File: config.mk
export PLATFORM = sky130hd
export DESIGN_NAME = pwm_angle_sensor_conditioner
export DESIGN_NICKNAME = d
export VERILOG_FILES = /design/src/rtl/core/pasc_pkg.sv /design/src/rtl/core/pasc_regs.sv /design/src/rtl/core/pasc_div.sv /design/src/rtl/core/pasc_mac.sv /design/src/rtl/core/pwm_angle_sensor_conditioner.sv
export VERILOG_INCLUDE_DIRS = /design/src /design/src/rtl/core
export SDC_FILE = /design/constraint.sdc
export NUM_CORES = 2
export LEC_CHECK = 0
export BUFFER_PORTS_ARGS = -buffer_cell sky130_fd_sc_hd__clkbuf_2
export CAP_MARGIN = 20
export CORE_ASPECT_RATIO = 0.8
export CORE_UTILIZATION = 45
export CTS_BUF_LIST = sky130_fd_sc_hd__clkbuf_4
export CTS_CLUSTER_DIAMETER = 60
export CTS_CLUSTER_SIZE = 40
export DETAILED_ROUTE_END_ITERATION = 10
export PLACE_DENSITY = 0.72
export SYNTH_ARGS = -nofsm -noshare
export SYNTH_HDL_FRONTEND = slang
export SYNTH_SLANG_ARGS = --single-unit
export TNS_END_PERCENT = 50
File: constraint.sdc
create_clock -name clk -period 20 [get_ports clk]
set_input_delay 1 -clock clk [delete_from_list [all_inputs] [get_ports clk]]
set_output_delay 1 -clock clk [all_outputs]
set_load 0.1 [all_outputs]
File: src/rtl/core/pwm_angle_sensor_conditioner_assert.svh
// Assertion macros for the PWM angle sensor conditioner.
`ifndef PWM_ANGLE_SENSOR_CONDITIONER_ASSERT_SVH
`define PWM_ANGLE_SENSOR_CONDITIONER_ASSERT_SVH

// Check a consequent in the same cycle as its antecedent.
`define PASC_ASSERT_NOW(label, ante, cons, msg) \
  label: assert property (@(posedge clk) disable iff (!rst_n) (ante) |-> (cons)) \
    else $error(msg);

// Check a consequent in the cycle after its antecedent.
`define PASC_ASSERT_NEXT(label, ante, cons, msg) \
  label: assert property (@(posedge clk) disable iff (!rst_n) (ante) |=> (cons)) \
    else $error(msg);

`endif

File: src/rtl/core/pasc_pkg.sv
// Shared types, widths and constants of the PWM angle sensor conditioner.
package pasc_pkg;

  localparam int SENSOR_RESOLUTION = 4096;
  localparam int FRAME_CLOCKS      = 4119;
  localparam int ZERO_CLOCKS       = 16;

  localparam int CAP_W    = 16;
  localparam int MODE_W   = 2;
  localparam int LIM_W    = 12;
  localparam int ALPHA_W  = 16;
  localparam int COEF_W   = 48;
  localparam int AL_W     = 14;
  localparam int ANG_W    = 22;

  localparam int HALF_RES  = SENSOR_RESOLUTION / 2;
  localparam int CNT_MAX   = FRAME_CLOCKS - ZERO_CLOCKS;
  localparam int CNT_W     = $clog2(CNT_MAX + 1);
  localparam int DEN_W     = CAP_W + 1;
  localparam int NUM_W     = $clog2((1 << CAP_W) * FRAME_CLOCKS + 1);
  localparam int RAW_SCALE = 2 * 360 * 256;
  localparam int RAW_SHIFT = $clog2(2 * SENSOR_RESOLUTION);

  localparam int MAC_A_W      = 25;
  localparam int MAC_B_W      = 24;
  localparam int MAC_P_W      = MAC_A_W + MAC_B_W;
  localparam int MAC_ACC_W    = 72;
  localparam int MAC_HI_SHIFT = 24;

  localparam int ADDR_W = 6;
  localparam int DATA_W = 64;
  localparam int IDX_W  = 3;

  localparam logic [IDX_W-1:0] REG_ALIGN_MODE      = 3'd0;
  localparam logic [IDX_W-1:0] REG_EXTENSION_LIMIT = 3'd1;
  localparam logic [IDX_W-1:0] REG_FILTER_ALPHA    = 3'd2;
  localparam logic [IDX_W-1:0] REG_COEF_CUBIC      = 3'd3;
  localparam logic [IDX_W-1:0] REG_COEF_SQUARE     = 3'd4;
  localparam logic [IDX_W-1:0] REG_COEF_LINEAR     = 3'd5;
  localparam logic [IDX_W-1:0] REG_COEF_OFFSET     = 3'd6;

  localparam logic [MODE_W-1:0] ALIGN_CNT_MINUS_LIM = 2'd0;
  localparam logic [MODE_W-1:0] ALIGN_LIM_MINUS_CNT = 2'd1;
  localparam logic [MODE_W-1:0] ALIGN_FWD_WRAP      = 2'd2;
  localparam logic [MODE_W-1:0] ALIGN_REV_WRAP      = 2'd3;

  typedef struct packed {
    logic [MODE_W-1:0]         align_mode;
    logic [LIM_W-1:0]          extension_limit;
    logic [ALPHA_W-1:0]        filter_alpha;
    logic signed [COEF_W-1:0]  coef_cubic;
    logic signed [COEF_W-1:0]  coef_square;
    logic signed [COEF_W-1:0]  coef_linear;
    logic signed [COEF_W-1:0]  coef_offset;
  } cfg_t;

  localparam cfg_t CFG_RESET = '{
    align_mode:      ALIGN_LIM_MINUS_CNT,
    extension_limit: 12'd3012,
    filter_alpha:    16'd52429,
    coef_cubic:      -48'sd551988,
    coef_square:     -48'sd222739060,
    coef_linear:     48'sd30016666694,
    coef_offset:     -48'sd1539316278
  };

  typedef struct packed {
    logic issue;
    logic clear;
    logic shift_hi;
  } mac_ctl_t;

  typedef struct packed {
    logic busy;
    logic done;
  } div_sts_t;

endpackage

File: src/rtl/core/pasc_regs.sv
// APB configuration register file of the PWM angle sensor conditioner.
module pasc_regs (
  input  logic                          clk,
  input  logic                          rst_n,
  input  logic                          psel,
  input  logic                          penable,
  input  logic                          pwrite,
  input  logic [pasc_pkg::ADDR_W-1:0]   paddr,
  input  logic [pasc_pkg::DATA_W-1:0]   pwdata,
  output logic [pasc_pkg::DATA_W-1:0]   prdata,
  output pasc_pkg::cfg_t                cfg
);

  localparam int ADDR_W = pasc_pkg::ADDR_W;
  localparam int DATA_W = pasc_pkg::DATA_W;
  localparam int COEF_W = pasc_pkg::COEF_W;
  localparam int IDX_W  = pasc_pkg::IDX_W;

  pasc_pkg::cfg_t           cfg_r;
  logic                     wr_en;
  logic [IDX_W-1:0]         idx;

  assign wr_en = psel & penable & pwrite;
  assign idx   = paddr[ADDR_W-1:ADDR_W-IDX_W];
  assign cfg   = cfg_r;

  always_ff @(posedge clk) begin
    if (!rst_n) begin
      cfg_r <= pasc_pkg::CFG_RESET;
    end else if (wr_en) begin
      unique case (idx)
        pasc_pkg::REG_ALIGN_MODE: begin
          cfg_r.align_mode <= pwdata[pasc_pkg::MODE_W-1:0];
        end
        pasc_pkg::REG_EXTENSION_LIMIT: begin
          cfg_r.extension_limit <= pwdata[pasc_pkg::LIM_W-1:0];
        end
        pasc_pkg::REG_FILTER_ALPHA: begin
          cfg_r.filter_alpha <= pwdata[pasc_pkg::ALPHA_W-1:0];
        end
        pasc_pkg::REG_COEF_CUBIC: begin
          cfg_r.coef_cubic <= $signed(pwdata[COEF_W-1:0]);
        end
        pasc_pkg::REG_COEF_SQUARE: begin
          cfg_r.coef_square <= $signed(pwdata[COEF_W-1:0]);
        end
        pasc_pkg::REG_COEF_LINEAR: begin
          cfg_r.coef_linear <= $signed(pwdata[COEF_W-1:0]);
        end
        pasc_pkg::REG_COEF_OFFSET: begin
          cfg_r.coef_offset <= $signed(pwdata[COEF_W-1:0]);
        end
        default: begin
        end
      endcase
    end
  end

  always_comb begin
    unique case (idx)
      pasc_pkg::REG_ALIGN_MODE: begin
        prdata = DATA_W'(cfg_r.align_mode);
      end
      pasc_pkg::REG_EXTENSION_LIMIT: begin
        prdata = DATA_W'(cfg_r.extension_limit);
      end
      pasc_pkg::REG_FILTER_ALPHA: begin
        prdata = DATA_W'(cfg_r.filter_alpha);
      end
      pasc_pkg::REG_COEF_CUBIC: begin
        prdata = {{(DATA_W-COEF_W){cfg_r.coef_cubic[COEF_W-1]}}, cfg_r.coef_cubic};
      end
      pasc_pkg::REG_COEF_SQUARE: begin
        prdata = {{(DATA_W-COEF_W){cfg_r.coef_square[COEF_W-1]}}, cfg_r.coef_square};
      end
      pasc_pkg::REG_COEF_LINEAR: begin
        prdata = {{(DATA_W-COEF_W){cfg_r.coef_linear[COEF_W-1]}}, cfg_r.coef_linear};
      end
      pasc_pkg::REG_COEF_OFFSET: begin
        prdata = {{(DATA_W-COEF_W){cfg_r.coef_offset[COEF_W-1]}}, cfg_r.coef_offset};
      end
      default: begin
        prdata = '0;
      end
    endcase
  end

endmodule

File: src/rtl/core/pasc_div.sv
// Radix-2 restoring divider, one quotient bit per cycle.
module pasc_div (
  input  logic                         clk,
  input  logic                         rst_n,
  input  logic                         start,
  input  logic [pasc_pkg::NUM_W-1:0]   numer,
  input  logic [pasc_pkg::DEN_W-1:0]   denom,
  output pasc_pkg::div_sts_t           sts,
  output logic [pasc_pkg::NUM_W-1:0]   quot
);

  localparam int NUM_W = pasc_pkg::NUM_W;
  localparam int DEN_W = pasc_pkg::DEN_W;
  localparam int CNT_W = $clog2(NUM_W + 1);

  logic [NUM_W-1:0] quot_r;
  logic [DEN_W-1:0] den_r;
  logic [DEN_W-1:0] rem_r;
  logic [CNT_W-1:0] cnt_r;
  logic             busy_r;
  logic             done_r;
  logic [DEN_W:0]   rem_sh;
  logic [DEN_W+1:0] diff;
  logic             ge;

  assign rem_sh = {rem_r, quot_r[NUM_W-1]};
  assign diff   = {1'b0, rem_sh} - {2'b00, den_r};
  assign ge     = ~diff[DEN_W+1];

  assign quot     = quot_r;
  assign sts.busy = busy_r;
  assign sts.done = done_r;

  always_ff @(posedge clk) begin
    if (!rst_n) begin
      busy_r <= 1'b0;
      done_r <= 1'b0;
      cnt_r  <= '0;
    end else begin
      done_r <= 1'b0;
      if (start) begin
        busy_r <= 1'b1;
        cnt_r  <= CNT_W'(NUM_W);
      end else if (busy_r) begin
        cnt_r <= cnt_r - CNT_W'(1);
        if (cnt_r == CNT_W'(1)) begin
          busy_r <= 1'b0;
          done_r <= 1'b1;
        end
      end
    end
  end

  always_ff @(posedge clk) begin
    if (start) begin
      quot_r <= numer;
      rem_r  <= '0;
      den_r  <= denom;
    end else if (busy_r) begin
      rem_r  <= ge ? diff[DEN_W-1:0] : rem_sh[DEN_W-1:0];
      quot_r <= {quot_r[NUM_W-2:0], ge};
    end
  end

endmodule

File: src/rtl/core/pasc_mac.sv
// Shared signed multiply-accumulate unit with a registered product.
module pasc_mac (
  input  logic                                  clk,
  input  logic                                  rst_n,
  input  pasc_pkg::mac_ctl_t                    ctl,
  input  logic signed [pasc_pkg::MAC_A_W-1:0]   op_a,
  input  logic signed [pasc_pkg::MAC_B_W-1:0]   op_b,
  output logic signed [pasc_pkg::MAC_ACC_W-1:0] acc
);

  localparam int P_W   = pasc_pkg::MAC_P_W;
  localparam int ACC_W = pasc_pkg::MAC_ACC_W;

  pasc_pkg::mac_ctl_t      ctl_r;
  logic signed [P_W-1:0]   prod_r;
  logic signed [ACC_W-1:0] acc_r;
  logic signed [ACC_W-1:0] prod_ext;
  logic signed [ACC_W-1:0] addend;
  logic signed [ACC_W-1:0] base;

  assign prod_ext = ACC_W'(prod_r);
  assign addend   = ctl_r.shift_hi ? (prod_ext <<< pasc_pkg::MAC_HI_SHIFT) : prod_ext;
  assign base     = ctl_r.clear ? '0 : acc_r;
  assign acc      = acc_r;

  always_ff @(posedge clk) begin
    if (!rst_n) begin
      ctl_r <= '0;
    end else begin
      ctl_r <= ctl;
    end
  end

  always_ff @(posedge clk) begin
    prod_r <= op_a * op_b;
    if (ctl_r.issue) begin
      acc_r <= base + addend;
    end
  end

endmodule

File: src/rtl/core/pwm_angle_sensor_conditioner.sv
// Top level and sequencer of the PWM angle sensor conditioner.
//
//  channel   direction  handshake              payload
//  in_       input      in_valid / in_ready    in_period_count, in_high_count
//  out_      output     out_valid / out_ready  aligned_count, filtered/compensated angle
//  config    APB        psel, penable, pready  paddr, pwdata, prdata (64 bit, 8*index)
//
// The 29-step divider and the ten products through the one shared multiplier set the
// time from one input to its result and to the next input.
// in_ready is high only while the sequencer is idle.
// A finished result waits in the output register; the sequencer holds in its
// last step while that register is still full.
// rst_n is synchronous; it clears control state and the filter history.
module pwm_angle_sensor_conditioner (
  input  logic                                 clk,
  input  logic                                 rst_n,
  input  logic                                 in_valid,
  output logic                                 in_ready,
  input  logic [pasc_pkg::CAP_W-1:0]           in_period_count,
  input  logic [pasc_pkg::CAP_W-1:0]           in_high_count,
  output logic                                 out_valid,
  input  logic                                 out_ready,
  output logic signed [pasc_pkg::AL_W-1:0]     out_aligned_count,
  output logic signed [pasc_pkg::ANG_W-1:0]    out_filtered_angle,
  output logic signed [pasc_pkg::ANG_W-1:0]    out_compensated_angle,
  input  logic                                 psel,
  input  logic                                 penable,
  input  logic                                 pwrite,
  input  logic [pasc_pkg::ADDR_W-1:0]          paddr,
  input  logic [pasc_pkg::DATA_W-1:0]          pwdata,
  output logic [pasc_pkg::DATA_W-1:0]          prdata,
  output logic                                 pready
);

  localparam int CAP_W   = pasc_pkg::CAP_W;
  localparam int A_W     = pasc_pkg::MAC_A_W;
  localparam int B_W     = pasc_pkg::MAC_B_W;
  localparam int ACC_W   = pasc_pkg::MAC_ACC_W;
  localparam int NUM_W   = pasc_pkg::NUM_W;
  localparam int DEN_W   = pasc_pkg::DEN_W;
  localparam int CNT_W   = pasc_pkg::CNT_W;
  localparam int AL_W    = pasc_pkg::AL_W;
  localparam int ANG_W   = pasc_pkg::ANG_W;
  localparam int COEF_W  = pasc_pkg::COEF_W;
  localparam int ALPHA_W = pasc_pkg::ALPHA_W;
  localparam int CALC_W  = 16;
  localparam int RND_W   = 64;
  localparam int Q8_SHIFT   = 8;
  localparam int FLT_SHIFT  = ALPHA_W + 1;
  localparam int CORR_SHIFT = 32;
  localparam int E_W        = COEF_W + 1 - CORR_SHIFT;

  localparam logic [4:0] ST_IDLE      = 5'd0;
  localparam logic [4:0] ST_CNT_MUL   = 5'd1;
  localparam logic [4:0] ST_CNT_WAIT  = 5'd2;
  localparam logic [4:0] ST_DIV_GO    = 5'd3;
  localparam logic [4:0] ST_DIV_RUN   = 5'd4;
  localparam logic [4:0] ST_ALIGN     = 5'd5;
  localparam logic [4:0] ST_RAW_MUL   = 5'd6;
  localparam logic [4:0] ST_RAW_WAIT  = 5'd7;
  localparam logic [4:0] ST_RAW_TAKE  = 5'd8;
  localparam logic [4:0] ST_FLT_MUL_A = 5'd9;
  localparam logic [4:0] ST_FLT_MUL_B = 5'd10;
  localparam logic [4:0] ST_FLT_WAIT  = 5'd11;
  localparam logic [4:0] ST_FLT_TAKE  = 5'd12;
  localparam logic [4:0] ST_HRN_LO    = 5'd13;
  localparam logic [4:0] ST_HRN_HI    = 5'd14;
  localparam logic [4:0] ST_HRN_WAIT  = 5'd15;
  localparam logic [4:0] ST_HRN_RND   = 5'd16;
  localparam logic [4:0] ST_HRN_ADD   = 5'd17;
  localparam logic [4:0] ST_OUT       = 5'd18;

  localparam logic [1:0] HRN_SQUARE = 2'd0;
  localparam logic [1:0] HRN_LINEAR = 2'd1;
  localparam logic [1:0] HRN_OFFSET = 2'd2;

  function automatic logic signed [ANG_W-1:0] sat_ang(input logic signed [ACC_W-1:0] v);
    logic fits;
    fits = (v[ACC_W-1:ANG_W-1] == {(ACC_W-ANG_W+1){v[ANG_W-1]}});
    if (fits) begin
      return v[ANG_W-1:0];
    end else if (v[ACC_W-1]) begin
      return {1'b1, {(ANG_W-1){1'b0}}};
    end else begin
      return {1'b0, {(ANG_W-1){1'b1}}};
    end
  endfunction

  function automatic logic signed [COEF_W-1:0] sat_coef(input logic signed [RND_W-1:0] v);
    logic fits;
    fits = (v[RND_W-1:COEF_W-1] == {(RND_W-COEF_W+1){v[COEF_W-1]}});
    if (fits) begin
      return v[COEF_W-1:0];
    end else if (v[RND_W-1]) begin
      return {1'b1, {(COEF_W-1){1'b0}}};
    end else begin
      return {1'b0, {(COEF_W-1){1'b1}}};
    end
  endfunction

  logic [4:0]                state_r;
  logic [4:0]                state_nxt;
  logic [CAP_W-1:0]          period_r;
  logic [CAP_W-1:0]          high_r;
  logic signed [AL_W-1:0]    al_r;
  logic signed [AL_W-1:0]    al_nxt;
  logic signed [ANG_W-1:0]   raw_r;
  logic signed [ANG_W-1:0]   raw_nxt;
  logic signed [ANG_W-1:0]   filt_r;
  logic signed [ANG_W-1:0]   filt_nxt;
  logic signed [ANG_W-1:0]   prev_raw_r;
  logic signed [ANG_W-1:0]   prev_flt_r;
  logic signed [COEF_W-1:0]  hacc_r;
  logic signed [COEF_W-1:0]  hacc_nxt;
  logic signed [RND_W-1:0]   rnd_r;
  logic signed [RND_W-1:0]   rnd_nxt;
  logic [1:0]                hrn_cnt_r;
  logic                      out_valid_r;
  logic signed [AL_W-1:0]    out_al_r;
  logic signed [ANG_W-1:0]   out_flt_r;
  logic signed [ANG_W-1:0]   out_comp_r;
  logic signed [ANG_W-1:0]   comp_nxt;
  logic                      out_free;

  pasc_pkg::cfg_t            cfg;
  pasc_pkg::mac_ctl_t        mac_ctl;
  logic signed [A_W-1:0]     mac_a;
  logic signed [B_W-1:0]     mac_b;
  logic signed [ACC_W-1:0]   mac_acc;
  logic                      div_start;
  pasc_pkg::div_sts_t        div_sts;
  logic [NUM_W-1:0]          div_quot;
  logic [DEN_W-1:0]          div_den;

  logic [CAP_W:0]            high_inc;
  logic [ALPHA_W:0]          alpha_c;
  logic signed [ANG_W:0]     raw_pair;
  logic [NUM_W-1:0]          q_off;
  logic [CNT_W-1:0]          cnt;
  logic signed [CALC_W-1:0]  cnt_s;
  logic signed [CALC_W-1:0]  lim_s;
  logic signed [CALC_W-1:0]  res_s;
  logic signed [CALC_W-1:0]  al_wide;
  logic signed [ACC_W-1:0]   raw_sum;
  logic signed [ACC_W-1:0]   flt_sum;
  logic signed [ACC_W-1:0]   q8_sum;
  logic signed [COEF_W-1:0]  coef_sel;
  logic signed [RND_W-1:0]   hrn_sum;
  logic signed [COEF_W:0]    corr_sum;
  logic signed [E_W-1:0]     corr;
  logic signed [ANG_W:0]     comp_sum;

  pasc_regs u_regs (
    .clk     (clk),
    .rst_n   (rst_n),
    .psel    (psel),
    .penable (penable),
    .pwrite  (pwrite),
    .paddr   (paddr),
    .pwdata  (pwdata),
    .prdata  (prdata),
    .cfg     (cfg)
  );

  pasc_div u_div (
    .clk   (clk),
    .rst_n (rst_n),
    .start (div_start),
    .numer (mac_acc[NUM_W-1:0]),
    .denom (div_den),
    .sts   (div_sts),
    .quot  (div_quot)
  );

  pasc_mac u_mac (
    .clk   (clk),
    .rst_n (rst_n),
    .ctl   (mac_ctl),
    .op_a  (mac_a),
    .op_b  (mac_b),
    .acc   (mac_acc)
  );

  assign pready    = 1'b1;
  assign in_ready  = (state_r == ST_IDLE);
  assign out_valid = out_valid_r;
  assign out_free  = ~out_valid_r | out_ready;
  assign div_start = (state_r == ST_DIV_GO);
  assign div_den   = {1'b0, period_r} + DEN_W'(1);

  assign out_aligned_count     = out_al_r;
  assign out_filtered_angle    = out_flt_r;
  assign out_compensated_angle = out_comp_r;

  assign high_inc = {1'b0, high_r} + (CAP_W+1)'(1);
  assign alpha_c  = {1'b1, {ALPHA_W{1'b0}}} - {1'b0, cfg.filter_alpha};
  assign raw_pair = (ANG_W+1)'(raw_r) + (ANG_W+1)'(prev_raw_r);

  // multiplier operand select
  always_comb begin
    mac_ctl = '0;
    mac_a   = '0;
    mac_b   = '0;
    unique case (state_r)
      ST_CNT_MUL: begin
        mac_ctl = '{issue: 1'b1, clear: 1'b1, shift_hi: 1'b0};
        mac_a   = $signed(A_W'(high_inc));
        mac_b   = $signed(B_W'(pasc_pkg::FRAME_CLOCKS));
      end
      ST_RAW_MUL: begin
        mac_ctl = '{issue: 1'b1, clear: 1'b1, shift_hi: 1'b0};
        mac_a   = A_W'(al_r);
        mac_b   = $signed(B_W'(pasc_pkg::RAW_SCALE));
      end
      ST_FLT_MUL_A: begin
        mac_ctl = '{issue: 1'b1, clear: 1'b1, shift_hi: 1'b0};
        mac_a   = $signed(A_W'({cfg.filter_alpha, 1'b0}));
        mac_b   = B_W'(prev_flt_r);
      end
      ST_FLT_MUL_B: begin
        mac_ctl = '{issue: 1'b1, clear: 1'b0, shift_hi: 1'b0};
        mac_a   = $signed(A_W'(alpha_c));
        mac_b   = B_W'(raw_pair);
      end
      ST_HRN_LO: begin
        mac_ctl = '{issue: 1'b1, clear: 1'b1, shift_hi: 1'b0};
        mac_a   = $signed(A_W'(hacc_r[pasc_pkg::MAC_HI_SHIFT-1:0]));
        mac_b   = B_W'(filt_r);
      end
      ST_HRN_HI: begin
        mac_ctl = '{issue: 1'b1, clear: 1'b0, shift_hi: 1'b1};
        mac_a   = A_W'($signed(hacc_r[COEF_W-1:pasc_pkg::MAC_HI_SHIFT]));
        mac_b   = B_W'(filt_r);
      end
      default: begin
      end
    endcase
  end

  // count saturation and alignment
  always_comb begin
    q_off = div_quot - NUM_W'(pasc_pkg::ZERO_CLOCKS);
    if (div_quot < NUM_W'(pasc_pkg::ZERO_CLOCKS)) begin
      cnt = '0;
    end else if (div_quot > NUM_W'(pasc_pkg::FRAME_CLOCKS)) begin
      cnt = CNT_W'(pasc_pkg::CNT_MAX);
    end else begin
      cnt = q_off[CNT_W-1:0];
    end
    cnt_s = $signed(CALC_W'(cnt));
    lim_s = $signed(CALC_W'(cfg.extension_limit));
    res_s = $signed(CALC_W'(pasc_pkg::SENSOR_RESOLUTION));
    unique case (cfg.align_mode)
      pasc_pkg::ALIGN_CNT_MINUS_LIM: begin
        al_wide = cnt_s - lim_s;
      end
      pasc_pkg::ALIGN_LIM_MINUS_CNT: begin
        al_wide = lim_s - cnt_s;
      end
      pasc_pkg::ALIGN_FWD_WRAP: begin
        if (cnt_s <= $signed(CALC_W'(pasc_pkg::HALF_RES))) begin
          al_wide = cnt_s + res_s - lim_s;
        end else begin
          al_wide = cnt_s - lim_s;
        end
      end
      pasc_pkg::ALIGN_REV_WRAP: begin
        if (cnt_s <= $signed(CALC_W'(pasc_pkg::HALF_RES))) begin
          al_wide = lim_s - cnt_s;
        end else begin
          al_wide = res_s + lim_s - cnt_s;
        end
      end
      default: begin
        al_wide = '0;
      end
    endcase
    if (al_wide[CALC_W-1:AL_W-1] == {(CALC_W-AL_W+1){al_wide[AL_W-1]}}) begin
      al_nxt = al_wide[AL_W-1:0];
    end else if (al_wide[CALC_W-1]) begin
      al_nxt = {1'b1, {(AL_W-1){1'b0}}};
    end else begin
      al_nxt = {1'b0, {(AL_W-1){1'b1}}};
    end
  end

  // rounding, filter, Horner and correction arithmetic
  always_comb begin
    raw_sum  = mac_acc + $signed(ACC_W'(pasc_pkg::SENSOR_RESOLUTION));
    raw_nxt  = sat_ang(raw_sum >>> pasc_pkg::RAW_SHIFT);
    flt_sum  = mac_acc + $signed(ACC_W'(1 << ALPHA_W));
    filt_nxt = sat_ang(flt_sum >>> FLT_SHIFT);
    q8_sum   = mac_acc + $signed(ACC_W'(1 << (Q8_SHIFT - 1)));
    rnd_nxt  = RND_W'(q8_sum >>> Q8_SHIFT);
    unique case (hrn_cnt_r)
      HRN_SQUARE: coef_sel = cfg.coef_square;
      HRN_LINEAR: coef_sel = cfg.coef_linear;
      default:    coef_sel = cfg.coef_offset;
    endcase
    hrn_sum  = rnd_r + RND_W'(coef_sel);
    hacc_nxt = sat_coef(hrn_sum);
    corr_sum = (COEF_W+1)'(hacc_r)
             + $signed({{(COEF_W-CORR_SHIFT+1){1'b0}}, 1'b1, {(CORR_SHIFT-1){1'b0}}});
    corr     = corr_sum[COEF_W:CORR_SHIFT];
    comp_sum = (ANG_W+1)'(filt_r) + (ANG_W+1)'(corr);
    if (comp_sum[ANG_W] == comp_sum[ANG_W-1]) begin
      comp_nxt = comp_sum[ANG_W-1:0];
    end else if (comp_sum[ANG_W]) begin
      comp_nxt = {1'b1, {(ANG_W-1){1'b0}}};
    end else begin
      comp_nxt = {1'b0, {(ANG_W-1){1'b1}}};
    end
  end

  always_comb begin
    state_nxt = state_r;
    unique case (state_r)
      ST_IDLE:      if (in_valid) state_nxt = ST_CNT_MUL;
      ST_CNT_MUL:   state_nxt = ST_CNT_WAIT;
      ST_CNT_WAIT:  state_nxt = ST_DIV_GO;
      ST_DIV_GO:    state_nxt = ST_DIV_RUN;
      ST_DIV_RUN:   if (div_sts.done) state_nxt = ST_ALIGN;
      ST_ALIGN:     state_nxt = ST_RAW_MUL;
      ST_RAW_MUL:   state_nxt = ST_RAW_WAIT;
      ST_RAW_WAIT:  state_nxt = ST_RAW_TAKE;
      ST_RAW_TAKE:  state_nxt = ST_FLT_MUL_A;
      ST_FLT_MUL_A: state_nxt = ST_FLT_MUL_B;
      ST_FLT_MUL_B: state_nxt = ST_FLT_WAIT;
      ST_FLT_WAIT:  state_nxt = ST_FLT_TAKE;
      ST_FLT_TAKE:  state_nxt = ST_HRN_LO;
      ST_HRN_LO:    state_nxt = ST_HRN_HI;
      ST_HRN_HI:    state_nxt = ST_HRN_WAIT;
      ST_HRN_WAIT:  state_nxt = ST_HRN_RND;
      ST_HRN_RND:   state_nxt = ST_HRN_ADD;
      ST_HRN_ADD:   state_nxt = (hrn_cnt_r == HRN_OFFSET) ? ST_OUT : ST_HRN_LO;
      ST_OUT:       if (out_free) state_nxt = ST_IDLE;
      default:      state_nxt = ST_IDLE;
    endcase
  end

  always_ff @(posedge clk) begin
    if (!rst_n) begin
      state_r     <= ST_IDLE;
      out_valid_r <= 1'b0;
      prev_raw_r  <= '0;
      prev_flt_r  <= '0;
      hrn_cnt_r   <= HRN_SQUARE;
    end else begin
      state_r <= state_nxt;
      if (state_r == ST_OUT && out_free) begin
        out_valid_r <= 1'b1;
      end else if (out_ready) begin
        out_valid_r <= 1'b0;
      end
      if (state_r == ST_FLT_TAKE) begin
        prev_raw_r <= raw_r;
        prev_flt_r <= filt_nxt;
        hrn_cnt_r  <= HRN_SQUARE;
      end else if (state_r == ST_HRN_ADD) begin
        hrn_cnt_r  <= hrn_cnt_r + 2'd1;
      end
    end
  end

  always_ff @(posedge clk) begin
    if (in_valid && in_ready) begin
      period_r <= in_period_count;
      high_r   <= in_high_count;
    end
    if (state_r == ST_ALIGN) begin
      al_r <= al_nxt;
    end
    if (state_r == ST_RAW_TAKE) begin
      raw_r <= raw_nxt;
    end
    if (state_r == ST_FLT_TAKE) begin
      filt_r <= filt_nxt;
      hacc_r <= cfg.coef_cubic;
    end else if (state_r == ST_HRN_ADD) begin
      hacc_r <= hacc_nxt;
    end
    if (state_r == ST_HRN_RND) begin
      rnd_r <= rnd_nxt;
    end
    if (state_r == ST_OUT && out_free) begin
      out_al_r   <= al_r;
      out_flt_r  <= filt_r;
      out_comp_r <= comp_nxt;
    end
  end

`include "pwm_angle_sensor_conditioner_assert.svh"

  `PASC_ASSERT_NOW(a_ready_div_idle, in_ready, !div_sts.busy && !div_sts.done, "ready while dividing")
  `PASC_ASSERT_NOW(a_done_in_run, div_sts.done, state_r == ST_DIV_RUN, "divider done out of step")
  `PASC_ASSERT_NEXT(a_accept_drops_ready, in_valid && in_ready, !in_ready, "ready held after transfer")
  `PASC_ASSERT_NEXT(a_out_load, state_r == ST_OUT && out_free, out_valid && in_ready, "result not loaded")

endmodule

# After elaboration in Yosys (flattened, before gate mapping)
# Cells that the tools add are included.
# totals
wordCells	166
ff_bits	728
output_inout_bits	125
in_bits	109
# op_classes
n_bitwise	7
mux	40
add_sub_neg	21
magnitude_cmp	3
n_mul	1
n_eq_ne	38
reduce_logical	22
# op_table
op	count
64-bit case mux with 7 select lines	1
48-bit two-way mux	4
25-bit case mux with 6 select lines	1
72-bit two-way mux	2
22-bit two-way mux	6
24-bit case mux with 5 select lines	1
50-bit == test	2
48-bit case mux with 2 select lines	1
5-bit case mux with 19 select lines	1
72-bit by 14-bit adder with 72-bit output (second input constant)	1
72-bit by 18-bit adder with 72-bit output (second input constant)	1
72-bit adder	1
72-bit by 9-bit adder with 72-bit output (second input constant)	1
64-bit by 48-bit adder with 64-bit output	1
16-bit case mux with 4 select lines	1
29-bit two-way mux	2
48-bit by 33-bit adder with 49-bit output (second input constant)	1
25-bit by 24-bit multiplier with 49-bit output	1
5-bit by 4-bit == test with 1-bit output (second input constant)	8
16-bit by 1-bit adder with 17-bit output (second input constant)	2
16-bit two-way mux	2
5-bit two-way mux	6
29-bit by 13-bit greater-than comparator with 1-bit output (second input constant)	1
29-bit by 5-bit < comparator with 1-bit output (second input constant)	1
46 further kinds	83

# Logic depth before layout (Yosys ltp)
# depth
ltp_word	9
mapped_depth	41
ltp_nobuf	40

# Hierarchy
# A second synthesis with hierarchy kept.
# unflattened
hier_cells	7929
area_unflattened_um2	71272.1
# by_module_without_submodules
mod	cells_per_inst	seq_area_each_um2	instances	area_per_inst_um2
pasc_mac	3336	3203.1	1	30645.6
pwm_angle_sensor_conditioner	3120	8848.5	1	26568.0
pasc_regs	1145	4444.3	1	10362.4
pasc_div	328	1861.8	1	3696.0

# Worst setup path before layout
# No wires, ideal clock.
# synth_path
path_type	flip-flop to flip-flop
startpoint	register raw_r[0]
endpoint	register u_mac.prod_r[47]
period_less_slack_ns	9.632
required_ns	19.879
path_slack_ns	10.368
setup_time_ns	0.121
stages_incl_launch_ff	41
arrival_ns	9.510
path_buffers	1
cell_sequence	edfxtp_1 ha_1 inv_1 fa_1 nor2b_1 o21ai_0 a21boi_1 o21a_1 o21ai_1 a21oi_1 o31a_1 o21a_1 o21a_1 o31ai_1 clkbuf_1 nand2_1 fa_1 inv_1 (+5 left out) fa_1 inv_1 fa_1 inv_1 fa_1 ha_1 and4_1 and3_1 nand3_1 nor4_1 o31ai_1 o21ai_0 a21oi_1 o21ai_0 a221o_1 o31ai_1 mux2i_1 nand2_1
# synth_between
elab_chain_cells	3
# synth_lines
item	line	rtl
start, declared	pwm_angle_sensor_conditioner.sv:107	logic signed [ANG_W-1:0] raw_r;
start signal, assigned	pwm_angle_sensor_conditioner.sv:374	raw_r <= raw_nxt;
22-bit by 22-bit adder with 23-bit output	pwm_angle_sensor_conditioner.sv:197	assign raw_pair = (ANG_W+1)'(raw_r) + (ANG_W+1)'(prev_raw_r);
24-bit case mux with 5 select lines	pwm_angle_sensor_conditioner.sv:204	unique case (state_r)
25-bit by 24-bit multiplier with 49-bit output	pasc_mac.sv:35	prod_r <= op_a * op_b;
end signal, assigned	pasc_mac.sv:35	
end, declared	pasc_mac.sv:15	logic signed [P_W-1:0] prod_r;
# Every way passes these cells.
# A chain may end at the register's enable or synchronous reset.

# Worst setup path after layout
# layout_path
startpoint	register state_r[1]
endpoint	register u_mac.prod_r[47]
# layout_between
elab_chain_cells	4
elab_cells_between_ends	10
cone_classes	1 x mul; 6 x eq/ne; 2 x mux; 1 x reduce/logical
# layout_lines
item	line	rtl
start, declared	pwm_angle_sensor_conditioner.sv:101	logic [4:0] state_r;
start signal, assigned	pwm_angle_sensor_conditioner.sv:349	state_r <= state_nxt;
5-bit by 4-bit == test with 1-bit output	pwm_angle_sensor_conditioner.sv:204	
2-bit OR reduction (no source line)	--	
24-bit case mux with 5 select lines	pwm_angle_sensor_conditioner.sv:204	
25-bit by 24-bit multiplier with 49-bit output *	pasc_mac.sv:35	
# Every way passes the cells marked *; elsewhere a longest branch is shown, timed or not.

==> impl_metrics.tcl <==
set metrics [dict create \
    seq_area_mm2 0.0184 \
    worst-path-buf-inv 6 \
    synthSimpleGateAreaFrac_pct 19.8 \
    finalNetCount 8983 \
    synth-edff-count 378 \
    die_w_um 441 \
    fmaxAchievable_ghz 0.0850 \
    cts_root_buffer "clkbuf_4" \
    cts_setup_buffers 0 \
    hpwl_um 180000 \
    drtIter0Drc 7331 \
    crit_slowest_cell "and2_1" \
    rr_startpoint "state_r[1]" \
    coreArea_mm2 0.153 \
    path_clk_slew_ns 0.31 \
    clk_latency_ns 1.11 \
    cp_data_arrival_time_ns 12.66 \
    relSlewSlack_pct 21.2 \
    slew_viol_final 0 \
    r2r_cells 32 \
    drive_above_1_share_pct 6.89 \
    setup_viol 0 \
    port_buffers 213 \
    placed_cells 9810 \
    fillers 14400 \
    multiInputGateArea_mm2 0.0462 \
    ant_nets 0 \
    p_leak_nw 32.5 \
    cts-resized-gates 0 \
    synth_compound_area_share_pct 13.1 \
    final_core_util_pct 47.9 \
    yosys.area.top_type "fa_1" \
    skew_ns 0.215 \
    cts_hold_buffers 0 \
    syn_area_mm2 0.0694 \
    drt_first_pass_iters 7 \
    syn_to_final_growth_pct 5.49 \
    fin_crit_ns 11.77 \
    grt_pass1_wl_um 347000 \
    required_ns 20.90 \
    rsz0062_at_grt "false" \
    tns_ns 0 \
    grt_usage_pct 29.2 \
    wl_per_cell_um 23.3 \
    synthXorXnorAreaFrac_pct 5.94 \
    hold_violations 0 \
    endpoint_kind "register" \
    hp-start "in_high_count[5]" \
    critPathMaxStageDelay_ns 0.98 \
    cts_inserted_buffers 42 \
    synthDominantCellAreaShare_pct 18.7 \
    antenna_found_initial 18 \
    crit_type "register to register" \
    synth_cell_types 106 \
    worstMarginPinSlew_ns 1.16 \
    netlist_instances 7952 \
    hold-path-cell-count 1 \
    synth_area_leaders "fa_1, edfxtp_1, dfxtp_1" \
    period_share_pct 58.8 \
    worstHoldPathType "primary input to register" \
    critPathTopFamily "adder cells" \
    dieHeight_um 353 \
    cts_tree "yes" \
    wl_um 231000 \
    io_pins 234 \
    numClockSinks 728 \
    peakVddDrop_v 0.0000563 \
    min_delay_worst_endpoint "high_r[5]" \
    grt.overflow.total 0 \
    yosysWarnings 0 \
    drv_cap 0 \
    final_cell_mix "nand2_1, inv_1, fa_1" \
    async_flop_share_pct 0 \
    synth-seq-cells 728 \
    syn_nets 9090 \
    crit_path_start_kind "register" \
    path_depth 32 \
    powerDensity_mw_per_mm2 73.9 \
    vias 58900 \
    cts_buffer_depth 3 \
    layout_commonest_cell "nand2_1" \
    initial_core_util_pct 45.5 \
    stdcell_count 9902 \
    dieArea_mm2 0.156 \
    cp_common_cell "fa_1" \
    htreeDepth 2 \
    synthFlopType "edfxtp_1" \
    rows 128 \
    r2r_end "u_mac.prod_r[47]" \
    synth_top_family_by_area "adder cells" \
    crit_path_max_fanout 24 \
    grt_pass1_vias 56200 \
    synth_area_per_cell_um2 8.72 \
    synth_fa_ha_area_share_pct 25.6 \
    grt_max_degree 112 \
    drc 0 \
    vias_per_cell 5.95 \
    synthMuxAreaShare_pct 1.69 \
    seq_area_frac_synth_pct 26.5 \
    run_status "completed" \
    place_congestion 1.03 \
    rrSetupSlack_ns 8.23 \
]
how the worst max path moves through the flow:
stage,endpoint,start
floorplan,u_mac.prod_r[47],raw_r[0]
global placement,u_mac.prod_r[47],state_r[1]
detailed placement,u_mac.prod_r[47],state_r[1]
CTS,u_mac.prod_r[47],raw_r[1]
global route,u_mac.prod_r[47],state_r[1]
finish,u_mac.prod_r[47],state_r[1]
sequential cells by signal (all words and copies together) (netlist names), 29 cells and up:
name          cells
hacc_r           48
rnd_r            64
u_div.quot       29
u_mac.acc        72
u_mac.prod_r     49
u_regs.cfg      222
routing by layer:
layer	track usage [%]	up-vias	wire, um
li1	-	26400	-
met1	43.1	29000	98900
met3	8.54	343	30300
met5	0	-	113
met2	41.3	3192	94800
met4	7.61	18	6740
stage by stage:
step	hold WS (ns)	area (um^2)	worst slack (ns)	power, W
after floorplan	0.417	69400	10.37	0.00366
after global placement	0.441	72000	8.84	0.00446
after detailed placement	0.447	72000	8.72	0.00451
after CTS	0.00774	73000	8.53	0.00533
after global routing	0.00112	73200	7.71	0.00566
final	0.0944	73200	8.23	0.00541
area by class of cell:
type,instances,area share [%]
antenna,8,0.0274
clock buffer,43,0.441
clock inverter,35,0.959
inverter,816,4.19
multi-input combinational,5934,63.1
sequential,728,25.1
tap,2015,3.45
timing repair buffer,323,2.74
cell families (layout without fill, tap and decap cells):
group | count (synthesis) | in the layout
buffers and inverters | 1290 | 1217
AND/OR/NAND/NOR | 2977 | 2977
adder cells (fa/ha/maj) | 1029 | 1029
other | 1 | 9
AO/OA/AOI/OAI | 1344 | 1344
flip-flops | 728 | 728
XOR/XNOR | 470 | 470
multiplexers | 113 | 113
report_power, final:
group / internal [W] / switching [W]
Sequential: 0.00182 / 0.000216
Combinational: 0.000780 / 0.00176
Clock: 0.000204 / 0.000628
Total: 0.00280 / 0.00261
synthesized netlist by cell type (22+ instances only):
cell,number
edfxtp_1,378
nand2_1,1563
a221o_1,49
nand3_1,296
xor2_1,186
o21ai_0,214
a22o_1,45
and3_1,64
nor2_1,336
nand2b_1,50
o211ai_1,27
o21a_1,49
a22oi_1,107
buf_1,22
and2_1,78
dfxtp_1,350
buf_4,44
a31oi_1,30
buf_2,49
ha_1,381
fa_1,648
mux2_2,30
nor3_1,112
mux2i_1,82
a21o_1,105
xnor2_1,283
a21boi_0,128
o21bai_1,44
a21oi_1,306
clkbuf_1,351
nor2b_1,167
nor4_1,41
a221oi_1,22
nand4_1,135
o31ai_1,22
inv_1,813
a211oi_1,32
Power figures use the tool's default switching activity.
